$ cat src/sv/hcb_pkg.sv
`default_nettype none
// ----------------------------------------------------------------------------
// hcb_pkg
// Shared types and constants of the Huffman code builder: request and result
// payloads, command and status codes, controller states and micro-ops.
// ----------------------------------------------------------------------------
package hcb_pkg;

  localparam int HCB_MAX_LEAVES    = 256;
  localparam int HCB_MAX_CODE_BITS = 32;
  localparam int WEIGHT_W          = 24;

  localparam logic [2:0] ST_OK      = 3'd0;
  localparam logic [2:0] ST_FULL    = 3'd1;
  localparam logic [2:0] ST_EMPTY   = 3'd2;
  localparam logic [2:0] ST_MISSING = 3'd3;
  localparam logic [2:0] ST_LONG    = 3'd4;

  typedef enum logic [1:0] {
    CMD_LOAD  = 2'd0,
    CMD_QUERY = 2'd1,
    CMD_CLEAR = 2'd2,
    CMD_NOP   = 2'd3
  } cmd_t;

  typedef struct packed {
    logic [1:0]  cmd;
    logic [7:0]  symbol;
    logic [15:0] frequency;
    logic        last;
  } hcb_req_t;

  typedef struct packed {
    logic [2:0]  status;
    logic [31:0] code_bits;
    logic [7:0]  code_length;
  } hcb_rsp_t;

  typedef enum logic [4:0] {
    S_IDLE, S_DISPATCH, S_LD_CHK, S_LD_LAST, S_BLD_START, S_BLD_LOOP,
    S_POP_RD, S_POP_CAP, S_SHIFT_RD, S_SHIFT_WR, S_RB_START, S_SIFT_RD,
    S_SIFT_ELEM, S_LVL, S_LVL_L, S_LVL_R, S_DECIDE, S_SIFT_END,
    S_SUM_NODE, S_LINK_F, S_LINK_S, S_PUSH, S_ONE_NODE, S_ONE_LINK,
    S_SET_ROOT, S_VISIT, S_ASC_P, S_ASC_C, S_UP_P, S_UP_R, S_FIN
  } state_t;

  // where a pop or heap rebuild returns to
  typedef enum logic [2:0] {
    CTX_LOAD, CTX_POP_F, CTX_POP_S, CTX_PUSH, CTX_ROOT_ONE, CTX_ROOT
  } ctx_t;

  typedef enum logic [5:0] {
    OP_NONE, OP_ACCEPT, OP_LD_CLR, OP_SET_FULL, OP_LD_NODE, OP_SET_EMPTY,
    OP_CLEAR_ALL, OP_POP_RD, OP_CAP_F, OP_CAP_S, OP_SHIFT_RD, OP_SHIFT_WR,
    OP_POP_END, OP_RB_INIT, OP_SIFT_RD, OP_SIFT_ELEM, OP_LVL_END, OP_LVL_RDL,
    OP_CAP_L, OP_CAP_R, OP_DECIDE, OP_MID_DEC, OP_SUM_NODE, OP_LINK_F,
    OP_LINK_S, OP_PUSH, OP_ONE_NODE, OP_ONE_LINK, OP_SET_ROOT, OP_Q_START,
    OP_NOT_FOUND, OP_Q_DOWN, OP_Q_PAR, OP_ASC_P, OP_Q_LEFT, OP_Q_UP,
    OP_U_RDR, OP_U_STEP, OP_TOO_LONG, OP_EMIT
  } op_t;

  typedef struct packed {
    op_t  op;
    logic in_ready;
  } hcb_ctrl_t;

  typedef struct packed {
    logic in_valid;
    cmd_t cmd;
    logic last;
    logic built;
    logic cnt_zero;
    logic cnt_one;
    logic cnt_full;
    logic shift_done;
    logic no_child;
    logic r_in;
    logic pick_top;
    logic mid_zero;
    logic sym_hit;
    logic has_child;
    logic par_nl;
    logic asc_left;
    logic n_full;
    logic out_free;
  } hcb_flags_t;

endpackage
`default_nettype wire

$ cat src/sv/hcb_controller.sv
`default_nettype none
// ----------------------------------------------------------------------------
// hcb_controller
// Sequencer for load, heap rebuild, tree build and code query.
// ----------------------------------------------------------------------------
module hcb_controller import hcb_pkg::*; (
  input  logic       clk,
  input  logic       rst,
  input  hcb_flags_t flags,
  output hcb_ctrl_t  ctrl
);

  state_t state, state_next;
  ctx_t   ctx, ctx_next;
  state_t ret_state;
  ctx_t   ret_ctx;

  always_ff @(posedge clk) begin
    if (rst) begin
      state <= S_IDLE;
      ctx   <= CTX_LOAD;
    end else begin
      state <= state_next;
      ctx   <= ctx_next;
    end
  end

  always_comb begin
    ret_ctx = ctx;
    unique case (ctx)
      CTX_LOAD:     ret_state = S_LD_LAST;
      CTX_POP_F: begin
        ret_state = S_POP_RD;
        ret_ctx   = CTX_POP_S;
      end
      CTX_POP_S:    ret_state = S_SUM_NODE;
      CTX_PUSH:     ret_state = S_BLD_LOOP;
      CTX_ROOT_ONE: ret_state = S_ONE_NODE;
      CTX_ROOT:     ret_state = S_SET_ROOT;
      default:      ret_state = S_FIN;
    endcase
  end

  // next state
  always_comb begin
    state_next = state;
    ctx_next   = ctx;
    unique case (state)
      S_IDLE:      if (flags.in_valid) state_next = S_DISPATCH;
      S_DISPATCH: begin
        unique case (flags.cmd)
          CMD_LOAD:  state_next = S_LD_CHK;
          CMD_QUERY: state_next = flags.built ? S_VISIT : S_FIN;
          default:   state_next = S_FIN;
        endcase
      end
      S_LD_CHK: begin
        if (flags.cnt_full) begin
          state_next = S_LD_LAST;
        end else begin
          state_next = S_RB_START;
          ctx_next   = CTX_LOAD;
        end
      end
      S_LD_LAST:   state_next = flags.last ? S_BLD_START : S_FIN;
      S_BLD_START: begin
        if (flags.cnt_zero) begin
          state_next = S_FIN;
        end else if (flags.cnt_one) begin
          state_next = S_POP_RD;
          ctx_next   = CTX_ROOT_ONE;
        end else begin
          state_next = S_BLD_LOOP;
        end
      end
      S_BLD_LOOP: begin
        state_next = S_POP_RD;
        ctx_next   = (flags.cnt_zero || flags.cnt_one) ? CTX_ROOT : CTX_POP_F;
      end
      S_POP_RD:    state_next = S_POP_CAP;
      S_POP_CAP:   state_next = S_SHIFT_RD;
      S_SHIFT_RD:  state_next = flags.shift_done ? S_RB_START : S_SHIFT_WR;
      S_SHIFT_WR:  state_next = S_SHIFT_RD;
      S_RB_START: begin
        if (flags.cnt_zero) begin
          state_next = ret_state;
          ctx_next   = ret_ctx;
        end else begin
          state_next = S_SIFT_RD;
        end
      end
      S_SIFT_RD:   state_next = S_SIFT_ELEM;
      S_SIFT_ELEM: state_next = S_LVL;
      S_LVL:       state_next = flags.no_child ? S_SIFT_END : S_LVL_L;
      S_LVL_L:     state_next = flags.r_in ? S_LVL_R : S_DECIDE;
      S_LVL_R:     state_next = S_DECIDE;
      S_DECIDE:    state_next = flags.pick_top ? S_SIFT_END : S_LVL;
      S_SIFT_END: begin
        if (flags.mid_zero) begin
          state_next = ret_state;
          ctx_next   = ret_ctx;
        end else begin
          state_next = S_SIFT_RD;
        end
      end
      S_SUM_NODE:  state_next = S_LINK_F;
      S_LINK_F:    state_next = S_LINK_S;
      S_LINK_S:    state_next = S_PUSH;
      S_PUSH: begin
        state_next = S_RB_START;
        ctx_next   = CTX_PUSH;
      end
      S_ONE_NODE:  state_next = S_ONE_LINK;
      S_ONE_LINK:  state_next = S_FIN;
      S_SET_ROOT:  state_next = S_FIN;
      S_VISIT: begin
        if (flags.sym_hit) state_next = S_UP_P;
        else if (flags.has_child) state_next = S_VISIT;
        else state_next = S_ASC_P;
      end
      S_ASC_P:     state_next = flags.par_nl ? S_FIN : S_ASC_C;
      S_ASC_C:     state_next = flags.asc_left ? S_VISIT : S_ASC_P;
      S_UP_P:      state_next = (flags.par_nl || flags.n_full) ? S_FIN : S_UP_R;
      S_UP_R:      state_next = S_UP_P;
      S_FIN:       if (flags.out_free) state_next = S_IDLE;
      default:     state_next = S_IDLE;
    endcase
  end

  // outputs
  always_comb begin
    ctrl.op       = OP_NONE;
    ctrl.in_ready = 1'b0;
    unique case (state)
      S_IDLE: begin
        ctrl.in_ready = 1'b1;
        if (flags.in_valid) ctrl.op = OP_ACCEPT;
      end
      S_DISPATCH: begin
        unique case (flags.cmd)
          CMD_LOAD:  ctrl.op = OP_LD_CLR;
          CMD_QUERY: ctrl.op = flags.built ? OP_Q_START : OP_NOT_FOUND;
          CMD_CLEAR: ctrl.op = OP_CLEAR_ALL;
          default:   ctrl.op = OP_NONE;
        endcase
      end
      S_LD_CHK:    ctrl.op = flags.cnt_full ? OP_SET_FULL : OP_LD_NODE;
      S_BLD_START: if (flags.cnt_zero) ctrl.op = OP_SET_EMPTY;
      S_POP_RD:    ctrl.op = OP_POP_RD;
      S_POP_CAP:   ctrl.op = (ctx == CTX_POP_S) ? OP_CAP_S : OP_CAP_F;
      S_SHIFT_RD:  ctrl.op = flags.shift_done ? OP_POP_END : OP_SHIFT_RD;
      S_SHIFT_WR:  ctrl.op = OP_SHIFT_WR;
      S_RB_START:  if (!flags.cnt_zero) ctrl.op = OP_RB_INIT;
      S_SIFT_RD:   ctrl.op = OP_SIFT_RD;
      S_SIFT_ELEM: ctrl.op = OP_SIFT_ELEM;
      S_LVL:       ctrl.op = flags.no_child ? OP_LVL_END : OP_LVL_RDL;
      S_LVL_L:     ctrl.op = OP_CAP_L;
      S_LVL_R:     ctrl.op = OP_CAP_R;
      S_DECIDE:    ctrl.op = OP_DECIDE;
      S_SIFT_END:  if (!flags.mid_zero) ctrl.op = OP_MID_DEC;
      S_SUM_NODE:  ctrl.op = OP_SUM_NODE;
      S_LINK_F:    ctrl.op = OP_LINK_F;
      S_LINK_S:    ctrl.op = OP_LINK_S;
      S_PUSH:      ctrl.op = OP_PUSH;
      S_ONE_NODE:  ctrl.op = OP_ONE_NODE;
      S_ONE_LINK:  ctrl.op = OP_ONE_LINK;
      S_SET_ROOT:  ctrl.op = OP_SET_ROOT;
      S_VISIT: begin
        if (flags.sym_hit) ctrl.op = OP_Q_PAR;
        else if (flags.has_child) ctrl.op = OP_Q_DOWN;
        else ctrl.op = OP_Q_PAR;
      end
      S_ASC_P:     ctrl.op = flags.par_nl ? OP_NOT_FOUND : OP_ASC_P;
      S_ASC_C:     ctrl.op = flags.asc_left ? OP_Q_LEFT : OP_Q_UP;
      S_UP_P: begin
        if (flags.par_nl) ctrl.op = OP_NONE;
        else if (flags.n_full) ctrl.op = OP_TOO_LONG;
        else ctrl.op = OP_U_RDR;
      end
      S_UP_R:      ctrl.op = OP_U_STEP;
      S_FIN:       if (flags.out_free) ctrl.op = OP_EMIT;
      default:     ctrl.op = OP_NONE;
    endcase
  end

endmodule
`default_nettype wire

$ cat config.mk
export PLATFORM = sky130hd
export DESIGN_NAME = hcb_controller
export DESIGN_NICKNAME = d
export VERILOG_FILES = /design/src/sv/hcb_pkg.sv /design/src/sv/hcb_controller.sv
export SDC_FILE = /design/constraint.sdc
export NUM_CORES = 1
export LEC_CHECK = 0
export ABC_AREA = 1
export BUFFER_PORTS_ARGS = -buffer_cell sky130_fd_sc_hd__buf_2
export CAP_MARGIN = 30
export CORE_MARGIN = 3
export CORE_UTILIZATION = 35
export DETAILED_ROUTE_END_ITERATION = 8
export HOLD_SLACK_MARGIN = 0.12
export SLEW_MARGIN = 10
export SYNTH_ARGS = -nofsm -noshare
export SYNTH_HDL_FRONTEND = slang
export SYNTH_SLANG_ARGS = --single-unit
$ cat constraint.sdc
create_clock -name clk -period 4.2 [get_ports clk]
set_input_delay 0.84 -clock clk [delete_from_list [all_inputs] [get_ports clk]]
set_output_delay 0.84 -clock clk [all_outputs]
set_load 0.005 [all_outputs]
==> impl_metrics.json <==
{
  "dp_hpwl_um": 5280,
  "crit_path_cell_trace": "inv_2, nor2_2, nand3_1, nand2_1, nor3_1, nand3_1, buf_2",
  "die_y_um": 76.3,
  "hold_viol": 0,
  "layout-drive-gt1-share_pct": 14.2,
  "cts_tree": "done",
  "power.total_uw": 911,
  "track_usage_pct": 21.7,
  "pre_cts_ws_ps": 1380,
  "drv.max_cap_violation_count": 0,
  "clockBufferDepth": 2,
  "grt_pass1_vias": 2080,
  "status": "finished clean",
  "first_pass_iters": 5,
  "worst_ep_required_time_ps": 3360,
  "setup_viol": 0,
  "width_of_the_chip_um": 76.3,
  "synth_cell_types": 29,
  "worstSetupPathType": "reg -> out",
  "worst_slew_margin_rel_pct": 59.8,
  "routedWlPerCell_um": 14.8,
  "cts-buffers-inserted": 3,
  "critPathSlowestCell": "sky130_fd_sc_hd__dfxtp_1",
  "cts_setup_buffers": 0,
  "cts-resized-gates": 0,
  "totalNegativeSetupSlack_ps": 0,
  "synth-main-ff-cell": "sky130_fd_sc_hd__dfxtp_1",
  "detailedRoute.firstIterationViolations": 404,
  "clock.fmax_mhz": 335,
  "ctsHtreeMaxLevel": 1,
  "leakage_power_nw": 1.19,
  "synthArstFlopShare_pct": 0,
  "synth.most_common_cell": "sky130_fd_sc_hd__nand2_1",
  "fin_nets": 400,
  "slowest_delay_ps": 480,
  "io-pin-count": 28,
  "finalNonFillerCells": 437,
  "pwr_density_cell_nw_per_um2": 466,
  "postSynthRegisterBits": 8,
  "die_ar_um2": 5830,
  "std_cell_rows": 24,
  "unrepaired_setup_endpoints_after_global_routing": "no",
  "core_area_um2": 4560,
  "initial_core_util_pct": 37.9,
  "clock-sinks": 8,
  "nFillCells": 545,
  "timing.critical_path.fanout_max": 12,
  "remaining_global_route_overflow": 0,
  "finalWirelength_um": 6490,
  "category_of_the_worst_setup_path_capture_point": "output pin",
  "synth_nets": 374,
  "vias_per_cell": 5.46,
  "worstPathArrival_ps": 2140,
  "crit_path_frequent_cell": "sky130_fd_sc_hd__nand3_1",
  "synth_largest_area_cell": "sky130_fd_sc_hd__nand2_1",
  "netlist_instances": 348,
  "hold_path.class": "reg -> reg",
  "cts_root_buffer": "sky130_fd_sc_hd__clkbuf_8",
  "cp.buffers_inverters": 2,
  "route.detailed.drc": 0,
  "worst_skew_pair.late_latency_ps": 220,
  "portion_of_the_post_synthesis_area_used_by_sequential_elements_pct": 9.25,
  "port-buffer-count": 27,
  "number_of_synthesized_flops_with_an_enable_pin": 0,
  "synth_area_leaders": "sky130_fd_sc_hd__nand2_1 (20%), sky130_fd_sc_hd__nor2_1 (15%), sky130_fd_sc_hd__nand3_1 (14%)",
  "place.detailed.instances": 434,
  "critical-path-top-delay-family": "simple AND/OR/NAND/NOR gates",
  "syn-mean-instance-area_um2": 4.98,
  "synth.cells.most_frequent": "sky130_fd_sc_hd__nand2_1 (92), sky130_fd_sc_hd__nor2_1 (69), sky130_fd_sc_hd__nand3_1 (50)",
  "synth.cell_area_um2": 1730,
  "area_growth_pct": 12.9,
  "dr_total_vias": 2385,
  "first_pass_grt_wire_length_um": 10400,
  "synthesis.yosys.warnings": 0,
  "post-synth-top-area-fraction_pct": 19.9,
  "cts.clk_slew.worst_paths_ps": 40,
  "grt_antenna_before_repair": 0,
  "ctsHoldBuffers": 0,
  "worstMarginPinSlew_ps": 603,
  "ir_drop_mv": 0.246,
  "fin_skew_ps": 1.34,
  "post-route-worst-setup-slack_ps": 1220,
  "maximum_number_of_pins_on_one_net_before_global_route_repair": 18,
  "report.final.slew_viol_count": 0,
  "min_period_over_period_pct": 71.0,
  "min_period_ps": 2980,
  "n_antenna_cell": 0,
  "crit_path_start_kind": "register",
  "ant_nets": 0,
  "place_congestion": 1.01
}
==> cells by family (layout without fill, tap and decap cells) <==
kind of cell             after synthesis  after routing  synth area share (%)
flip-flops                             8              8                  9.25
adder cells (fa/ha/maj)                5              5                  3.61
AO/OA/AOI/OAI                         21             21                  7.08
buffers and inverters                 60             84                  14.3
AND/OR/NAND/NOR                      254            254                  65.8
==> worst register-to-register path, delay by kind of cell (launching register included) <==
kind / cells / cell delay (ps)
flip-flops: 1 / 480
buffers and inverters: 2 / 160
AND/OR/NAND/NOR: 8 / 1380
==> report_power, final <==
group	leakage, nW	total, mW	internal, mW	switching [mW]
Clock	0.0216	0.0898	0.0619	0.0279
Combinational	1.10	0.666	0.218	0.448
Sequential	0.0656	0.156	0.0984	0.0572
Total	1.19	0.911	0.378	0.533
==> layout by cell type, fill, tap and decap left out, drive strengths merged, types with 3 or more instances in the layout <==
cell type and count:
a21oi 8, buf 29, clkbuf 3, dfxtp 8
ha 5, inv 52, nand2 96, nand3 51
nand4 14, nor2 78, nor3 12, o211ai 3
o21ai 8
==> final timing paths <==
check	start	endpoint	slack (ps)	cells after the start
worst max-delay path	state[0]	ctrl[4]	1220	7
worst min register to register	ctx[0]	ctx[0]	540	2
worst min-delay path	ctx[0]	ctx[0]	540	2
worst max register to register	state[0]	state[1]	2130	10
==> sequential cells by signal, indices dropped and copies added, names as in the netlist <==
signal	cells
state	5
ctx	3
==> per-stage QoR <==
stage	utilization, %	hold WS, ps	instance area [µm²]
floorplan	-	485	1730
global placement	41.9	535	1910
detailed placement	41.9	531	1910
CTS	42.8	538	1950
global route	42.8	561	1950
finish	42.8	542	1950
==> per-layer routing <==
metal	vias up	wire, µm	GRT usage [%]	part of all wire, %
li1	1171	-	-	-
met1	1026	2780	31.7	43
met2	164	2710	32.8	42
met3	24	838	3.66	13
met4	0	159	5.25	2.5
met5	-	0	0	0
==> area by class of cell <==
| type | count | area (µm²) | share of cell area, % |
|---|---|---|---|
| clock buffers | 3 | 41.3 | 2.11 |
| inverters | 52 | 198 | 10.1 |
| multi-input cells | 280 | 1320 | 67.7 |
| flip-flops and latches | 8 | 160 | 8.19 |
| well taps | 65 | 81.3 | 4.16 |
| repair buffers | 29 | 150 | 7.68 |
Power figures use the tool's default switching activity.
